**config.mk**
```make
export PLATFORM = sky130hd
export DESIGN_NAME = scancode_to_ascii_fifo
export DESIGN_NICKNAME = d
export VERILOG_FILES = /design/src/hdl/scta_pkg.sv /design/src/hdl/scancode_to_ascii_fifo.sv
export SDC_FILE = /design/constraint.sdc
export NUM_CORES = 2
export LEC_CHECK = 0
export BUFFER_PORTS_ARGS = -buffer_cell sky130_fd_sc_hd__buf_2
export CAP_MARGIN = 40
export CORE_MARGIN = 2
export CORE_UTILIZATION = 45
export DETAILED_ROUTE_END_ITERATION = 10
export SYNTH_ARGS = -nofsm -noshare
export SYNTH_HDL_FRONTEND = slang
export SYNTH_SLANG_ARGS = --single-unit
```
**constraint.sdc**
```tcl
create_clock -name clock -period 13.07 [get_ports clock]
set_input_delay 0.6535 -clock clock [delete_from_list [all_inputs] [get_ports clock]]
set_output_delay 0.6535 -clock clock [all_outputs]
set_load 0.01 [all_outputs]
```
**src/hdl/scta_pkg.sv**
```systemverilog
`default_nettype none
package scta_pkg;

   localparam int FIFO_DEPTH = 256;
   localparam int PTR_W      = $clog2(FIFO_DEPTH);
   localparam int CHAR_W     = 7;
   localparam int KEY_W      = 7;

   localparam logic OP_SCAN = 1'b0;
   localparam logic OP_READ = 1'b1;

   localparam logic [KEY_W-1:0] SC_LSHIFT = 7'h2A;
   localparam logic [KEY_W-1:0] SC_RSHIFT = 7'h36;
   localparam logic [KEY_W-1:0] SC_CAPS   = 7'h3A;
   localparam logic [KEY_W-1:0] SC_LCTRL  = 7'h1D;
   localparam logic [KEY_W-1:0] SC_LALT   = 7'h38;

   localparam int MF_SHIFT = 0;
   localparam int MF_CAPS  = 1;
   localparam int MF_CTRL  = 2;
   localparam int MF_ALT   = 3;

   localparam logic [CHAR_W-1:0] CASE_OFS = 7'd32;

   typedef logic [3:0] flags_type;

   typedef struct packed {
      logic      pop;
      logic      key_available;
      flags_type flags;
      logic      overflow;
   } stage_type;

   function automatic logic [PTR_W-1:0] ptr_next(input logic [PTR_W-1:0] p);
      if (p == PTR_W'(FIFO_DEPTH - 1)) return '0;
      else return p + 1'b1;
   endfunction

   function automatic logic is_lower(input logic [CHAR_W-1:0] c);
      return (c >= 7'h61) && (c <= 7'h7A);
   endfunction

   function automatic logic is_upper(input logic [CHAR_W-1:0] c);
      return (c >= 7'h41) && (c <= 7'h5A);
   endfunction

   // US layout, unshifted
   function automatic logic [CHAR_W-1:0] plain_char(input logic [KEY_W-1:0] k);
      logic [CHAR_W-1:0] c;
      case (k)
         7'h02: c = 7'h31;  7'h03: c = 7'h32;  7'h04: c = 7'h33;  7'h05: c = 7'h34;
         7'h06: c = 7'h35;  7'h07: c = 7'h36;  7'h08: c = 7'h37;  7'h09: c = 7'h38;
         7'h0A: c = 7'h39;  7'h0B: c = 7'h30;  7'h0C: c = 7'h2D;  7'h0D: c = 7'h3D;
         7'h0E: c = 7'h08;  7'h0F: c = 7'h09;
         7'h10: c = 7'h71;  7'h11: c = 7'h77;  7'h12: c = 7'h65;  7'h13: c = 7'h72;
         7'h14: c = 7'h74;  7'h15: c = 7'h79;  7'h16: c = 7'h75;  7'h17: c = 7'h69;
         7'h18: c = 7'h6F;  7'h19: c = 7'h70;  7'h1A: c = 7'h5B;  7'h1B: c = 7'h5D;
         7'h1C: c = 7'h0A;  7'h1E: c = 7'h61;  7'h1F: c = 7'h73;
         7'h20: c = 7'h64;  7'h21: c = 7'h66;  7'h22: c = 7'h67;  7'h23: c = 7'h68;
         7'h24: c = 7'h6A;  7'h25: c = 7'h6B;  7'h26: c = 7'h6C;  7'h27: c = 7'h3B;
         7'h28: c = 7'h27;  7'h29: c = 7'h60;  7'h2B: c = 7'h5C;  7'h2C: c = 7'h7A;
         7'h2D: c = 7'h78;  7'h2E: c = 7'h63;  7'h2F: c = 7'h76;
         7'h30: c = 7'h62;  7'h31: c = 7'h6E;  7'h32: c = 7'h6D;  7'h33: c = 7'h2C;
         7'h34: c = 7'h2E;  7'h35: c = 7'h2F;  7'h37: c = 7'h2A;  7'h39: c = 7'h20;
         7'h47: c = 7'h37;  7'h48: c = 7'h38;  7'h49: c = 7'h39;  7'h4A: c = 7'h2D;
         7'h4B: c = 7'h34;  7'h4C: c = 7'h35;  7'h4D: c = 7'h36;  7'h4E: c = 7'h2B;
         7'h4F: c = 7'h31;  7'h50: c = 7'h32;  7'h51: c = 7'h33;  7'h52: c = 7'h30;
         7'h53: c = 7'h2E;
         default: c = '0;
      endcase
      return c;
   endfunction

   // US layout, shifted; letters fold to upper case, keypad unchanged
   function automatic logic [CHAR_W-1:0] shifted_char(input logic [KEY_W-1:0] k);
      logic [CHAR_W-1:0] c;
      logic [CHAR_W-1:0] p;
      p = plain_char(k);
      case (k)
         7'h02: c = 7'h21;  7'h03: c = 7'h40;  7'h04: c = 7'h23;  7'h05: c = 7'h24;
         7'h06: c = 7'h25;  7'h07: c = 7'h5E;  7'h08: c = 7'h26;  7'h09: c = 7'h2A;
         7'h0A: c = 7'h28;  7'h0B: c = 7'h29;  7'h0C: c = 7'h5F;  7'h0D: c = 7'h2B;
         7'h1A: c = 7'h7B;  7'h1B: c = 7'h7D;  7'h27: c = 7'h3A;  7'h28: c = 7'h22;
         7'h29: c = 7'h7E;  7'h2B: c = 7'h7C;  7'h33: c = 7'h3C;  7'h34: c = 7'h3E;
         7'h35: c = 7'h3F;
         default: c = is_lower(p) ? p - CASE_OFS : p;
      endcase
      return c;
   endfunction

endpackage
`default_nettype wire

```
**src/hdl/scancode_to_ascii_fifo.sv**
```systemverilog
// channel | direction | fields
// req     | in        | operation, scancode
// rsp     | out       | char_valid, char_code, key_available, modifier flags, overflow
//
// One word accepted per cycle unless req_stall is high; its response passes through stage 1
// (state update and character RAM access), then the output register.
// Synchronous reset clears pointers, modifier flags and the pipeline; RAM is not cleared.
// rsp_stall holds the output register; req_stall rises only when both stages are full and rsp_stall is high.
`default_nettype none
module scancode_to_ascii_fifo (
   input  wire                             clock,
   input  wire                             reset,
   input  wire                             req_valid,
   output logic                            req_stall,
   input  wire                             req_operation,
   input  wire  [7:0]                      req_scancode,
   output logic                            rsp_valid,
   input  wire                             rsp_stall,
   output logic                            rsp_char_valid,
   output logic [scta_pkg::CHAR_W-1:0]     rsp_char_code,
   output logic                            rsp_key_available,
   output logic                            rsp_shift_held,
   output logic                            rsp_caps_on,
   output logic                            rsp_ctrl_held,
   output logic                            rsp_alt_held,
   output logic                            rsp_overflow
);
   import scta_pkg::*;

   logic [CHAR_W-1:0] mem [FIFO_DEPTH];
   logic [CHAR_W-1:0] rdata_ff;

   logic [PTR_W-1:0]  wp_ff, wp_in, rp_ff, rp_in;
   flags_type         flags_ff, flags_in;
   logic              s1_valid_ff, s1_valid_in;
   stage_type         s1_ff, s1_in;
   logic              out_valid_ff, out_valid_in;
   stage_type         out_ff;
   logic [CHAR_W-1:0] out_code_ff;

   logic              accept, s1_go;
   logic [KEY_W-1:0]  key;
   logic              released, is_read, is_mod;
   logic              pop, push, push_try, full;
   logic [CHAR_W-1:0] ch;

   assign s1_go     = !out_valid_ff || !rsp_stall;
   assign req_stall = s1_valid_ff && !s1_go;
   assign accept    = req_valid && !req_stall;

   assign key      = req_scancode[KEY_W-1:0];
   assign released = req_scancode[7];
   assign is_read  = (req_operation == OP_READ);
   assign full     = (ptr_next(wp_ff) == rp_ff);

   always_comb begin
      flags_in = flags_ff;
      is_mod   = 1'b1;
      case (key) inside
         SC_LSHIFT, SC_RSHIFT: flags_in[MF_SHIFT] = !released;
         SC_LCTRL:             flags_in[MF_CTRL]  = !released;
         SC_LALT:              flags_in[MF_ALT]   = !released;
         SC_CAPS:              flags_in[MF_CAPS]  = flags_ff[MF_CAPS] ^ !released;
         default:              is_mod = 1'b0;
      endcase
      if (is_read) flags_in = flags_ff;
   end

   always_comb begin
      ch = flags_ff[MF_SHIFT] ? shifted_char(key) : plain_char(key);
      if (flags_ff[MF_CAPS]) begin
         if (flags_ff[MF_SHIFT] && is_upper(ch)) ch = ch + CASE_OFS;
         else if (!flags_ff[MF_SHIFT] && is_lower(ch)) ch = ch - CASE_OFS;
      end
   end

   assign push_try = !is_read && !is_mod && !released && (ch != '0);
   assign push     = push_try && !full;
   assign pop      = is_read && (wp_ff != rp_ff);
   assign wp_in    = push ? ptr_next(wp_ff) : wp_ff;
   assign rp_in    = pop ? ptr_next(rp_ff) : rp_ff;

   always_comb begin
      s1_in.pop           = pop;
      s1_in.key_available = (wp_in != rp_in);
      s1_in.flags         = flags_in;
      s1_in.overflow      = push_try && full;
   end

   assign s1_valid_in  = accept ? 1'b1 : (s1_go ? 1'b0 : s1_valid_ff);
   assign out_valid_in = s1_go ? s1_valid_ff : out_valid_ff;

   // one op per word, so a write and a read never hit the same entry in one cycle
   always_ff @(posedge clock) begin
      if (accept && push) mem[wp_ff] <= ch;
      if (accept && pop) rdata_ff <= mem[rp_ff];
   end

   always_ff @(posedge clock) begin
      if (reset) begin
         wp_ff        <= '0;
         rp_ff        <= '0;
         flags_ff     <= '0;
         s1_valid_ff  <= 1'b0;
         out_valid_ff <= 1'b0;
      end else begin
         if (accept) begin
            wp_ff    <= wp_in;
            rp_ff    <= rp_in;
            flags_ff <= flags_in;
         end
         s1_valid_ff  <= s1_valid_in;
         out_valid_ff <= out_valid_in;
      end
   end

   always_ff @(posedge clock) begin
      if (accept) s1_ff <= s1_in;
      if (s1_go && s1_valid_ff) begin
         out_ff      <= s1_ff;
         out_code_ff <= s1_ff.pop ? rdata_ff : '0;
      end
   end

   assign rsp_valid         = out_valid_ff;
   assign rsp_char_valid    = out_ff.pop;
   assign rsp_char_code     = out_code_ff;
   assign rsp_key_available = out_ff.key_available;
   assign rsp_shift_held    = out_ff.flags[MF_SHIFT];
   assign rsp_caps_on       = out_ff.flags[MF_CAPS];
   assign rsp_ctrl_held     = out_ff.flags[MF_CTRL];
   assign rsp_alt_held      = out_ff.flags[MF_ALT];
   assign rsp_overflow      = out_ff.overflow;

endmodule
`default_nettype wire

```
### Yosys cells after proc, flatten, opt, wreduce, memory -nomap -nowiden

Memories as Yosys holds them, arrays and structs flattened. A register that Yosys moved wholly into a read port is not among the register bits.
Index checks and enable logic that the tools add are counted.

* bits in registers: 43
* bits in writable memories: 1792
* ROM bits: 1792
* input port bits: 13
* output and inout port bits: 16
* word-level logic and storage cells: 118
* memories kept: 3

Memory list
* mem: depth 256, bits a word 7, read ports 1, clocked after memory_dff 1, write ports 1, line scancode_to_ascii_fifo.sv:30 `logic [CHAR_W-1:0] mem [FIFO_DEPTH];`
* (name not given): depth 128, bits a word 7, read ports 1, clocked after memory_dff 0, write ports 0, line scta_pkg.sv:50 `case (k)`
* (name not given): depth 128, bits a word 7, read ports 1, clocked after memory_dff 0, write ports 0, line scta_pkg.sv:50

* add/sub/neg operators: 5
* magnitude comparators: 6
* eq/ne operators: 31
* muxes and demuxes: 29
* bitwise operators: 1
* reduce and logical (&&, ||, !) cells: 29

Operators with widths (count)
* $pmux 7 s21: 1
* $eq 7x6->1 const B: 11
* $eq 7x4->1 const B: 6
* $mux 7: 5
* $mux 8: 4
* $eq 7x3->1 const B: 4
* $eq 7x5->1 const B: 3
* $ge 7x7->1 const B: 3
* $le 7x7->1 const B: 3
* $mux 1: 18
* $add 8x1->8 const B: 2
* $eq 8x8->1 const B: 2
* $logic_and 1x1->1: 16
* $ne 8x8->1: 2
* $eq 7x2->1 const B: 2
* $sub 7x6->7 const B: 2
* $logic_not 1->1: 9
* $eq 8x8->1: 1
* $add 7x6->7 const B: 1
* $reduce_bool 7->1: 1
* $mux 4: 1
* $reduce_bool 2->1: 1
* $reduce_or 2->1: 1
* $logic_or 1x1->1: 1
* $xor 1x1->1: 1

### Longest topological paths before layout

An unclocked memory read counts as a cell.

* word-level depth: 18
* mapped depth: 27
* depth with buffers taken out: 23

### Least setup slack after synthesis

OpenSTA, ideal clock, no wires.

* kind: in2reg
* start: input port req_scancode[0]
* end: memory mem[22][0], enable pin
* setup time: 360 ps
* data arrival time: 10852 ps
* required time: 12710 ps
* setup slack: 1858 ps
* cell stages on the path: 21
* cells stage by stage: buf_2 > inv_1 > ha_1 > buf_2 > nor3b_1 > nor2_1 > a31o_2 > a2111oi_4 > nand2b_1 > buf_2 > mux2_2 > a41o_1 > o21ai_0 > o31a_1 > a311oi_4 > o211ai_1 > buf_2 > or4_1 > buf_2 > buf_4 > nor2_1

* longest elaborated chain between the ends: 18

RTL lines
* start, declared: line scancode_to_ascii_fifo.sv:16 `input wire [7:0] req_scancode,`
* $mem_v2 128x7
* $ge 7x7->1 or $le 7x7->1 (tied branches): line scta_pkg.sv:40 `return (c >= 7'h61) && (c <= 7'h7A);`
* $logic_and 1x1->1: line scta_pkg.sv:40
* $mux 7: line scta_pkg.sv:86 `default: c = is_lower(p) ? p - CASE_OFS : p;`
* $pmux 7 s21: line scta_pkg.sv:79 `case (k)`
* $mux 7 (*): line scancode_to_ascii_fifo.sv:70 `ch = flags_ff[MF_SHIFT] ? shifted_char(key) : plain_char(key);`
* $ge 7x7->1 or $le 7x7->1 (tied branches): line scta_pkg.sv:40
* $logic_and 1x1->1: line scta_pkg.sv:40
* [... 3 more ...]
* $mux 7 (*): line scancode_to_ascii_fifo.sv:71 `if (flags_ff[MF_CAPS]) begin`
* net ch[1]: line scancode_to_ascii_fifo.sv:45 `logic [CHAR_W-1:0] ch;`
* $reduce_bool 7->1 (*): line scancode_to_ascii_fifo.sv:77 `assign push_try = !is_read && !is_mod && !released && (ch != '0);`
* $logic_and 1x1->1 (*): line scancode_to_ascii_fifo.sv:77
* $logic_and 1x1->1 (*): line scancode_to_ascii_fifo.sv:78 `assign push = push_try && !full;`
* $logic_and 1x1->1 (*): line scancode_to_ascii_fifo.sv:95 `if (accept && push) mem[wp_ff] <= ch;`
* $mux 1 (*): line scancode_to_ascii_fifo.sv:95
* $mux 1 (implied by the code) (*): line scancode_to_ascii_fifo.sv:95
* end, declared: line scancode_to_ascii_fifo.sv:30

Mark *: on every way through the listed nets, which the timed path passes. The rest lies on a longest branch.

### Worst setup path in the final report

* start: input port req_scancode[2]
* end: memory mem[16][3], enable pin

The elaborated chain is that of the path after synthesis.

==> results by group <==
Placement
  • I/O Buffers: 28
  • Hpwl dp: 107 mm
  • Routability cong.: 0.857

GRT
  • Tot GR Track Use: 0.218
  • Vias in the first global route: 35.1k
  • Initial antenna violation count: 10
  • GRT Residual Overflow: 0
  • Pin count of the biggest net entering global routing: 179
  • Global-route wire length before repair: 262 mm

Yosys
  • Top cells by count, synth: edfxtp_1 (1820), mux4_2 (590), nor2_1 (306), clkbuf_1 (119), nand2_1 (62)
  • Synthesis warning total: 0
  • Post-synth EDFFs: between 1.5k and 2k
  • Sequential fraction of the synthesis area: 0.747
  • Adder-Cell Fraction of Synth Area: 0.00339
  • Post-Syn Instances: between 3k and 4k
  • Netlist cell types: 77
  • Synth Net Count: 3479
  • Synth top area share: 0.741
  • Complex-gate fraction of the synthesized area: 0.0164
  • Most numerous cell in the Yosys netlist: edfxtp_1
  • Simple-Gate Fraction of Synth Area: 0.0312
  • Yosys reg bits: 1842
  • Synth Area in XOR/XNOR: 0.00297
  • Primary FF master, synth: edfxtp_1
  • Mux cell area share after synthesis: 0.184
  • Largest family of logic cells by synthesized area: multiplexers
  • Ys async rst share: 0
  • Post-synth top area cell: edfxtp_1
  • Post-Syn Area: 73700 um^2
  • Synth top area cells: edfxtp_1 (74%), mux4_2 (18%), nor2_1 (1.6%), clkbuf_1 (0.61%), dfxtp_1 (0.60%)
  • Mapped Avg Cell Area: roughly 21 um^2

Worst setup path
  • CP arrival: 8.86 ns
  • Bufs and invs on worst path: 5
  • Setup crit start kind: primary input
  • Slowest cell on crit path: or4_1
  • Worst endpoint required time: 13.50 ns
  • Setup crit end kind: flop
  • CP Max Fanout: 45
  • Critical path's largest stage delay: 0.91 ns
  • Setup Crit Path Kind: in -> reg
  • CP top delay family: compound AO/OA/AOI/OAI gates

Detailed routing
  • Vias per cell: 6.04
  • Antenna Nets Post-Route: 0
  • DR pass1 iterations: 5
  • Routed via count: 35.3k
  • Drt first-iter violations: 4535
  • Routed WL: 181 mm
  • DRC: 0
  • WL/cell: just over 30 um

Power and ir drop
  • Net switching power: 2830 uW
  • Pwr/cell area: 153 nW/um^2
  • LEAKAGE: 0.0251 uW
  • Sequential Power Share: 0.524
  • Worst VDD drop: 113 uV
  • Clock share of power: 0.409
  • Sw Share: 0.224
  • Cell-internal power: approximately 9800 uW
  • Combinational Power Share: 0.066

Floorplanning
  • Die Wd: 409 um
  • Chip Height: 409 um
  • FP Rows: around 150
  • Die area: 167000 um^2
  • I/O pin cnt: 29
  • Core Footprint: between 150000 and 200000 um^2
  • Initial Util: 0.453

Clocking
  • Reg clk slew, reported paths: 0.06 ns
  • Post-CTS Hold Buffers: 1
  • CTS buffer count: 183
  • CTS Sinks: about 1.8k
  • Clock Tree Buf Depth: 3
  • Worst-skew pair later-pin latency: 0.84 ns
  • CTS tree: yes
  • Number of H-tree levels: 4
  • CTS root buffer: clkbuf_16
  • Post-CTS setup buffers: 0
  • CTS-repair resized insts: 0

Final layout
  • Share of cells above drive strength 1: 0.278
  • Area grow syn2layout: 12.1%
  • Final nets: 3544

STA
  • # setup viols final: 0
  • Final critical-path share of the clock period: 0.645
  • Fin Setup TNS: 0 ns
  • Slew @ Worst Pin: 1.15 ns
  • Slew Limit Fails: 0
  • Worst Skew: between 0.05 and 0.06 ns
  • Fmax: 119 MHz
  • RSZ-0062 raised after global routing: false
  • Worst Hold Slack: 0.116 ns
  • Max_slew headroom: 0.235
  • Hold Vio Cnt, Final: 0
  • Post-layout min period: 8.43 ns

Outcome
  • Outcome: completed

Worst hold path
  • Hold crit path type: in -> reg

Flow run
  • Max-Cap Viols: 0
-- cell type report --
class / count / area (um^2)
Sequential cell: 1842 / 55100
Antenna cell: 2 / 5.00
Tap cell: 2175 / 2720
Multi-Input combinational cell: 1351 / 17600
Clock inverter: 113 / 1140
Inverter: 27 / 116
Fill cell: 12610 / 80200
Clock buffer: 221 / 4780
Timing Repair Buffer: 106 / 1100
-- power by group through the flow --
| stage | sequential, uW | clock, uW | combinational [uW] |
|---|---|---|---|
| floorplan | 6810 | 0 | 505 |
| global placement | 6760 | 0 | 836 |
| detailed placement | 6760 | 0 | 857 |
| CTS | 6640 | 5260 | 857 |
| global route | 6640 | 5490 | 898 |
| finish | 6640 | 5180 | 841 |
-- worst reg2reg max path: stages, from the launching register on --
cell and delay (ns):
dfxtp_1 0.57, inv_1 0.21, nor2_1 0.15, o2111ai_1 0.15, o32a_1 0.37, o31ai_1 0.09
a31oi_2 0.15, ha_1 0.29, a211o_1 0.26, a31oi_1 0.22, a41o_1 0.12, o21ai_0 0.14
o31a_1 0.38, a311oi_4 0.26, buf_4 0.31, o211ai_1 0.31, buf_4 0.39, or4_1 0.92
nor2_1 0.64
-- metal layers --
metal  track usage  vias up  wire [um]  part of all wire
met5             0        -         54           0.00030
met4        0.0674       10       5410             0.030
met3        0.0546      292      16000             0.089
met2         0.325     1695      83600              0.46
met1         0.318    18752      76000              0.42
li1              -    14533          -                 -
-- worst paths after layout --
kind                            slack, ns  depth (start not counted)            start              to
worst min register to register       0.39                          0         s1_ff[1]  rsp_shift_held
worst max-delay path                 4.64                         26  req_scancode[2]      mem[16][3]
worst min-delay path                 0.12                          3        rsp_stall       rsp_valid
worst max register to register       6.74                         18      flags_ff[0]      mem[16][3]
-- kinds of logic (layout without fill, tap and decap cells) --
group	count (synthesis)	after routing
AO/OA/AOI/OAI	175	175
XOR/XNOR	25	25
adder cells (fa/ha/maj)	20	20
buffers and inverters	253	467
flip-flops	1842	1842
multiplexers	617	617
other	0	2
AND/OR/NAND/NOR	514	514
-- cell usage in the layout (no fill, tap or decap), types with 6 or more instances in the layout --
master,instances
a211o_1,6
a211oi_1,10
a21oi_1,41
a31oi_1,12
and2_1,10
and3_1,8
buf_12,10
buf_16,12
buf_2,29
buf_4,52
bufinv_16,14
clkbuf_1,33
clkbuf_16,184
clkinv_1,30
clkinv_2,41
clkinv_4,6
clkinvlp_4,11
dfxtp_1,16
edfxtp_1,1820
ha_1,20
inv_1,21
mux2_2,6
mux2i_1,20
mux4_2,590
nand2_1,47
nand2_2,15
nand2b_1,14
nand3_1,20
nand4_1,8
nor2_1,306
nor2b_1,16
nor3_1,11
nor3b_1,6
nor4_1,6
o211ai_1,8
o21ai_0,40
or3_1,23
xnor2_1,15
xor2_1,10
-- sequential cells by signal (all words and copies together) (netlist names), 4 cells and up --
register,flops
s1_ff,7
mem,1792
rsp_char_code,7
rdata_ff,7
wp_ff,8
flags_ff,4
rp_ff,8
-- per-stage QoR --
step	cell area [um^2]	cells	setup WS (ns)	total power (uW)	util
floorplan	73700	3446	1.86	7310	-
global placement	76300	5481	4.10	7600	0.468
detailed placement	76700	5500	4.02	7620	0.471
CTS	82600	5835	4.87	12800	0.507
global route	82600	5835	4.18	13000	0.507
finish	82600	5837	4.64	12700	0.508
(Power assumes the default switching activity.)
